## src/sv/mpq_pkg.sv

```systemverilog
// Package for the max priority queue: payload types, cell types and codes.
// No dependencies; compiled first.
package mpq_pkg;

    localparam int DEPTH_DEF = 64;
    localparam int VALUE_W   = 32;
    localparam int COUNT_OUT_W = 7;

    typedef enum logic {
        FUNC_PUSH = 1'b0,
        FUNC_POP  = 1'b1
    } func_t;

    typedef enum logic [1:0] {
        ERR_OK    = 2'd0,
        ERR_FULL  = 2'd1,
        ERR_EMPTY = 2'd2
    } err_t;

    // Contents of one cell of the sorted row
    typedef struct packed {
        logic                      valid;
        logic signed [VALUE_W-1:0] data;
    } cell_state_t;

    // Operation broadcast to every cell
    typedef struct packed {
        logic                      push;
        logic                      pop;
        logic signed [VALUE_W-1:0] value;
    } cell_cmd_t;

endpackage

```

## src/sv/mpq_cell.sv

```systemverilog
// One cell of the sorted row: holds one entry, inserts or shifts with neighbors.
// Depends on mpq_pkg.
module mpq_cell (
    input  logic                 clk,
    input  logic                 rst_n,
    input  mpq_pkg::cell_cmd_t   cmd,
    input  mpq_pkg::cell_state_t up_state,
    input  logic                 up_ge,
    input  mpq_pkg::cell_state_t dn_state,
    output mpq_pkg::cell_state_t cur,
    output mpq_pkg::cell_state_t nxt,
    output logic                 ge
);
    import mpq_pkg::*;

    logic                      valid_reg;
    logic signed [VALUE_W-1:0] data_reg;

    assign cur.valid = valid_reg;
    assign cur.data  = data_reg;

    // Keep entry when it is at least the pushed value (ties stay above)
    assign ge = valid_reg && ($signed(data_reg) >= $signed(cmd.value));

    // Insert, shift down on push; shift up on pop
    always_comb
    begin
        nxt = cur;
        if (cmd.push && !ge)
        begin
            if (up_ge)
            begin
                nxt.valid = 1'b1;
                nxt.data  = cmd.value;
            end
            else
            begin
                nxt = up_state;
            end
        end
        else if (cmd.pop)
        begin
            nxt = dn_state;
        end
    end

    always_ff @(posedge clk or negedge rst_n)
    begin
        if (!rst_n)
        begin
            valid_reg <= 1'b0;
        end
        else
        begin
            valid_reg <= nxt.valid;
        end
    end

    always_ff @(posedge clk)
    begin
        data_reg <= nxt.data;
    end

endmodule

```

## config.mk

```make
export PLATFORM = sky130hd
export DESIGN_NAME = mpq_cell
export DESIGN_NICKNAME = d
export VERILOG_FILES = /design/src/sv/mpq_pkg.sv /design/src/sv/mpq_cell.sv
export SDC_FILE = /design/constraint.sdc
export NUM_CORES = 1
export LEC_CHECK = 0
export ABC_AREA = 1
export BUFFER_PORTS_ARGS = -buffer_cell sky130_fd_sc_hd__buf_2
export CAP_MARGIN = 20
export CORE_ASPECT_RATIO = 0.7
export CORE_MARGIN = 10
export CORE_UTILIZATION = 47
export DETAILED_ROUTE_END_ITERATION = 8
export PLACE_DENSITY = 0.85
export REMOVE_ABC_BUFFERS = 1
export SYNTH_ARGS = -nofsm -noshare
export SYNTH_HDL_FRONTEND = slang
export SYNTH_SLANG_ARGS = --single-unit
export TNS_END_PERCENT = 100
```

## constraint.sdc

```tcl
create_clock -name clk -period 3.38 [get_ports clk]
set_input_delay 0.507 -clock clk [delete_from_list [all_inputs] [get_ports clk]]
set_output_delay 0.507 -clock clk [all_outputs]
set_load 0.01 [all_outputs]
```

==> flow_summary.html <==
<table>
<tr><th>Metric</th><th>Value</th></tr>
<tr><th colspan="2">GRT</th></tr>
<tr><td>Grt ovf</td><td>0</td></tr>
<tr><td>First-pass GRT wire length</td><td>15.4 mm</td></tr>
<tr><td>Total global-route track usage</td><td>0.192</td></tr>
<tr><td>Largest net degree at the start of global routing</td><td>35</td></tr>
<tr><td>Antenna violations before repair</td><td>0</td></tr>
<tr><td>Number of global-route vias before repair</td><td>3,205</td></tr>
<tr><th colspan="2">Worst setup path</th></tr>
<tr><td>Endpoint class of the critical path</td><td>primary output</td></tr>
<tr><td>Startpoint-to-endpoint class of the critical path</td><td>primary input to primary output</td></tr>
<tr><td>Cells on worst reg2reg path</td><td>12</td></tr>
<tr><td>Cell breakdown of the critical path</td><td>buf_2 &gt; inv_1 &gt; ha_1 &gt; nand2_1 &gt; nor2_2 &gt; nand2_1 &gt; nor4_2 &gt; nand2_1 &gt; nand3_1 &gt; nand3_2 &gt; nand2_4 &gt; buf_6 &gt; nand3_1 &gt; nand2_1 &gt; buf_2</td></tr>
<tr><td>Endpoint of the worst register-to-register path</td><td>data_reg[17]</td></tr>
<tr><td>Cell type with the highest occurrence count on the critical path</td><td>nand2_1</td></tr>
<tr><td>Sort of element at the start of the critical path</td><td>primary input</td></tr>
<tr><td>Highest net fanout along the worst path</td><td>18</td></tr>
<tr><td>Endpoint of the worst setup timing path</td><td>nxt[17]</td></tr>
<tr><td>Req. time, crit path</td><td>2.87 ns</td></tr>
<tr><td>Buf/Inv on CP</td><td>4</td></tr>
<tr><td>Slowest stage delay, CP</td><td>0.35 ns</td></tr>
<tr><td>Launch point of the worst reg-to-reg path</td><td>data_reg[31]</td></tr>
<tr><td>Flop2flop setup slack</td><td>1.09 ns</td></tr>
<tr><td>Arrival time of data at the critical path endpoint</td><td>2.65 ns</td></tr>
<tr><td>Worst path depth</td><td>15</td></tr>
<tr><td>Kind of cell with the highest combined delay on the critical path</td><td>simple AND/OR/NAND/NOR gates</td></tr>
<tr><td>CP startpoint</td><td>cmd[31]</td></tr>
<tr><td>Slowest stage cell on the critical path</td><td>ha_1</td></tr>
<tr><th colspan="2">CTS</th></tr>
<tr><td>CTS tree</td><td>yes</td></tr>
<tr><td># Post-CTS Setup Buffers</td><td>0</td></tr>
<tr><td>Clock edge transition at the registers on the reported setup and hold paths</td><td>0.07 ns</td></tr>
<tr><td>Clk sink count</td><td>33</td></tr>
<tr><td>Clock buffer count from CTS</td><td>5</td></tr>
<tr><td>Clock root buffer</td><td>clkbuf_8</td></tr>
<tr><td>Number of H-tree levels</td><td>2</td></tr>
<tr><td>Clock latency on the worst-skew pair</td><td>0.28 ns</td></tr>
<tr><td>Buffer depth of the longest clock path</td><td>2</td></tr>
<tr><th colspan="2">Timing</th></tr>
<tr><td>Final clock skew</td><td>0.00703 ns</td></tr>
<tr><td>Setup tns final</td><td>0 ns</td></tr>
<tr><td>Final hold violation count</td><td>0</td></tr>
<tr><td>Remaining max-slew budget at the tightest pin</td><td>0.445</td></tr>
<tr><td>Maximum clock rate</td><td>0.317 GHz</td></tr>
<tr><td>Max Slew Vio Count</td><td>0</td></tr>
<tr><td>Final critical path time including I/O delays and setup</td><td>3.16 ns</td></tr>
<tr><td>Share of the clock period used by the worst path after layout</td><td>0.934</td></tr>
<tr><td>Slew at the pin closest to its max-slew limit</td><td>0.832 ns</td></tr>
<tr><td>Unrepaired setup endpoints after global routing</td><td>no</td></tr>
<tr><td>Count of final setup violators</td><td>0</td></tr>
<tr><th colspan="2">Die</th></tr>
<tr><td>Row count</td><td>23</td></tr>
<tr><td>Num ports</td><td>170</td></tr>
<tr><td>Floorplan die width</td><td>112 um</td></tr>
<tr><td>Core outline area</td><td>0.00570 mm^2</td></tr>
<tr><td>DIE HEIGHT</td><td>84.1 um</td></tr>
<tr><td>Initial cell density of the core</td><td>0.485</td></tr>
<tr><td>Die area</td><td>0.00939 mm^2</td></tr>
<tr><th colspan="2">Pwr</th></tr>
<tr><td>Comb pwr share</td><td>0.566</td></tr>
<tr><td>Internal power component</td><td>1.17 mW</td></tr>
<tr><td>Final Total Pwr</td><td>2.13 mW</td></tr>
<tr><td>Cell leakage power</td><td>2.21 nW</td></tr>
<tr><td>Part of the power in registers</td><td>0.295</td></tr>
<tr><td>Switching power as a share of total power</td><td>0.449</td></tr>
<tr><td>Share of total power in the clock network</td><td>0.139</td></tr>
<tr><td>Ratio of total power to cell area</td><td>572 mW/mm^2</td></tr>
<tr><td>Peak supply drop</td><td>0.357 mV</td></tr>
<tr><td>Switching power total</td><td>0.956 mW</td></tr>
<tr><th colspan="2">Routing</th></tr>
<tr><td>Routed Antenna Nets</td><td>0</td></tr>
<tr><td>First-pass iteration count of the detailed router</td><td>4</td></tr>
<tr><td>Met2 wire length</td><td>4.54 mm</td></tr>
<tr><td>Detailed-route wire length on metal 1</td><td>4.09 mm</td></tr>
<tr><td>Routed len/inst</td><td>15.1 um</td></tr>
<tr><td>Wire length on met3</td><td>863 um</td></tr>
<tr><td>Via count</td><td>3,168</td></tr>
<tr><td>Violation count after the first detailed-routing iteration</td><td>166</td></tr>
<tr><td>DRC violation count after routing</td><td>0</td></tr>
<tr><td>Aggregate routed wire length</td><td>9.56 mm</td></tr>
<tr><td>Per-cell via count in the routed design</td><td>4.99</td></tr>
<tr><td>Top Layer Used</td><td>met4</td></tr>
<tr><th colspan="2">Yosys</th></tr>
<tr><td>Sequential fraction of the synthesis area</td><td>0.241</td></tr>
<tr><td>Flop and latch count out of synthesis</td><td>33</td></tr>
<tr><td>Synth Instances</td><td>400</td></tr>
<tr><td>Syn Area/Cell</td><td>6.91 um^2</td></tr>
<tr><td>Post-synth top area share</td><td>0.232</td></tr>
<tr><td>Top cells by area in the synthesized netlist</td><td>dfxtp_1 (23%), nand2_1 (18%), ha_1 (14%)</td></tr>
<tr><td>Post-synth EDFFs</td><td>0</td></tr>
<tr><td>Portion of netlist area occupied by mux cells</td><td>0.130</td></tr>
<tr><td>Fraction of the mapped netlist area in compound gates</td><td>0.0996</td></tr>
<tr><td>Combinational family with the most area after synthesis</td><td>simple AND/OR/NAND/NOR gates</td></tr>
<tr><td>Most used DFF post-synth</td><td>dfxtp_1</td></tr>
<tr><td>Fraction of synthesized cell area in xor and xnor cells</td><td>0</td></tr>
<tr><td>Post-Synth Adder-Cell Area</td><td>0.145</td></tr>
<tr><td>Share of synthesized registers carrying an async set or reset</td><td>0.0303</td></tr>
<tr><td>Yosys top cell by area</td><td>dfxtp_1</td></tr>
<tr><td>Simple logic cell fraction of the synthesized area</td><td>0.284</td></tr>
<tr><td>Syn Std Cell Area</td><td>0.00276 mm^2</td></tr>
<tr><td>Number of distinct standard cells referenced by the synthesized netlist</td><td>24</td></tr>
<tr><td>Yosys synthesis warning count</td><td>0</td></tr>
<tr><th colspan="2">Placement</th></tr>
<tr><td>Placed insts</td><td>626</td></tr>
<tr><td>Cell area after placement</td><td>0.00362 mm^2</td></tr>
<tr><td>Final HPWL DP</td><td>7.88 mm</td></tr>
<tr><td>Buffers added on ports</td><td>169</td></tr>
<tr><td>Final weighted congestion of routability-driven global placement</td><td>0.871</td></tr>
<tr><th colspan="2">Finish</th></tr>
<tr><td>Fin area</td><td>0.00372 mm^2</td></tr>
<tr><td>Final nets</td><td>694</td></tr>
<tr><td>N_diodes</td><td>0</td></tr>
<tr><td>Total of fill cells in the finished design</td><td>507</td></tr>
<tr><td>Synthesis-to-layout area growth</td><td>34.7%</td></tr>
<tr><td>Count of non-filler cells in the finished layout</td><td>635</td></tr>
<tr><td>Proportion of layout cells with a drive suffix above 1</td><td>0.384</td></tr>
<tr><td>Utilization after layout</td><td>0.653</td></tr>
<tr><td>Max FFs per register</td><td>32</td></tr>
<tr><th colspan="2">Worst hold path</th></tr>
<tr><td>Worst min-delay path class</td><td>primary input to asynchronous set/reset pin</td></tr>
<tr><th colspan="2">Job</th></tr>
<tr><td>Total of max-cap violations</td><td>0</td></tr>
<tr><th colspan="2">Outcome</th></tr>
<tr><td>Outcome</td><td>finished clean</td></tr>
</table>
==> routing by layer <==
metal	global-route usage	up-vias
li1	-	1629
met1	0.228	1416
met2	0.328	117
met3	0.0675	6
met4	0.0384	0
met5	0	-
==> power by group through the flow <==
stage	Combinational [mW]	Clock, mW	Sequential, mW
3_3_place_gp	1.17	0	0.631
2_1_floorplan	0.639	0	0.676
6_report	1.21	0.296	0.629
4_1_cts	1.21	0.304	0.630
3_5_place_dp	1.20	0	0.639
5_1_grt	1.36	0.322	0.649
==> layout by cell type (no fill, tap or decap) <==
master and instances:
ha_1 32, o21ai_0 34, dfxtp_1 32, nand3_2 1
a21oi_1 14, dfrtp_1 1, nor2_2 1, clkbuf_1 3
nand2_1 136, o21ai_1 1, inv_1 41, nand2_4 1
nand3_1 35, buf_12 1, nand2_8 1, a21o_1 2
dlygate4sd3_1 1, buf_2 169, mux2_2 32, clkbuf_8 5
buf_6 1, buf_4 1, clkinv_1 1, nor2_1 8
nand4_1 2, nor4_2 1, or2_2 1, o21a_1 2
==> kinds of logic (layout without fill, tap and decap cells) <==
family                   Yosys count  in the layout
multiplexers                      32             32
adder cells (fa/ha/maj)           32             32
AND/OR/NAND/NOR                  187            187
buffers and inverters             63            223
AO/OA/AOI/OAI                     53             53
flip-flops                        33             33
==> cells in the mapped netlist (all sizes together) (2+ instances only) <==
| library cell | number |
|---|---|
| nand4 | 2 |
| dfxtp | 32 |
| nand3 | 36 |
| o21a | 2 |
| ha | 32 |
| a21oi | 14 |
| nand2 | 138 |
| o21ai | 35 |
| clkbuf | 13 |
| a21o | 2 |
| mux2 | 32 |
| nor2 | 9 |
| inv | 41 |
| buf | 8 |
==> how the worst min path moves through the flow <==
| stage | depth (start not counted) | from | endpoint |
|---|---|---|---|
| floorplan | 0 | rst_n | valid_reg |
| global placement | 1 | rst_n | valid_reg |
| detailed placement | 1 | rst_n | valid_reg |
| CTS | 2 | rst_n | valid_reg |
| global route | 2 | rst_n | valid_reg |
| finish | 2 | rst_n | valid_reg |
==> timing repair <==
action / in CTS / in global routing
gates resized for setup: 0 / 2
setup endpoints to repair: 0 / 33
hold endpoints to repair: 1 / 0
hold buffers: 1 / 0
==> metrics by stage <==
stage / setup WS, ns / hold slack [ns]
6_report: 0.222 / 0.527
5_1_grt: 0.0118 / 0.517
4_1_cts: 0.195 / 0.514
3_5_place_dp: 0.210 / 0.285
3_3_place_gp: 0.280 / 0.284
2_1_floorplan: 0.701 / 0.211
==> final cells by class <==
type / instances / area [um^2] / area share
clock buffer: 8 / 80.1 / 0.0215
timing repair buffer: 173 / 895 / 0.240
sequential: 33 / 666 / 0.179
tap: 75 / 93.8 / 0.0252
inverter: 42 / 158 / 0.0424
multi-input combinational: 304 / 1830 / 0.492
Note: power is estimated with default switching activity, not from simulation.
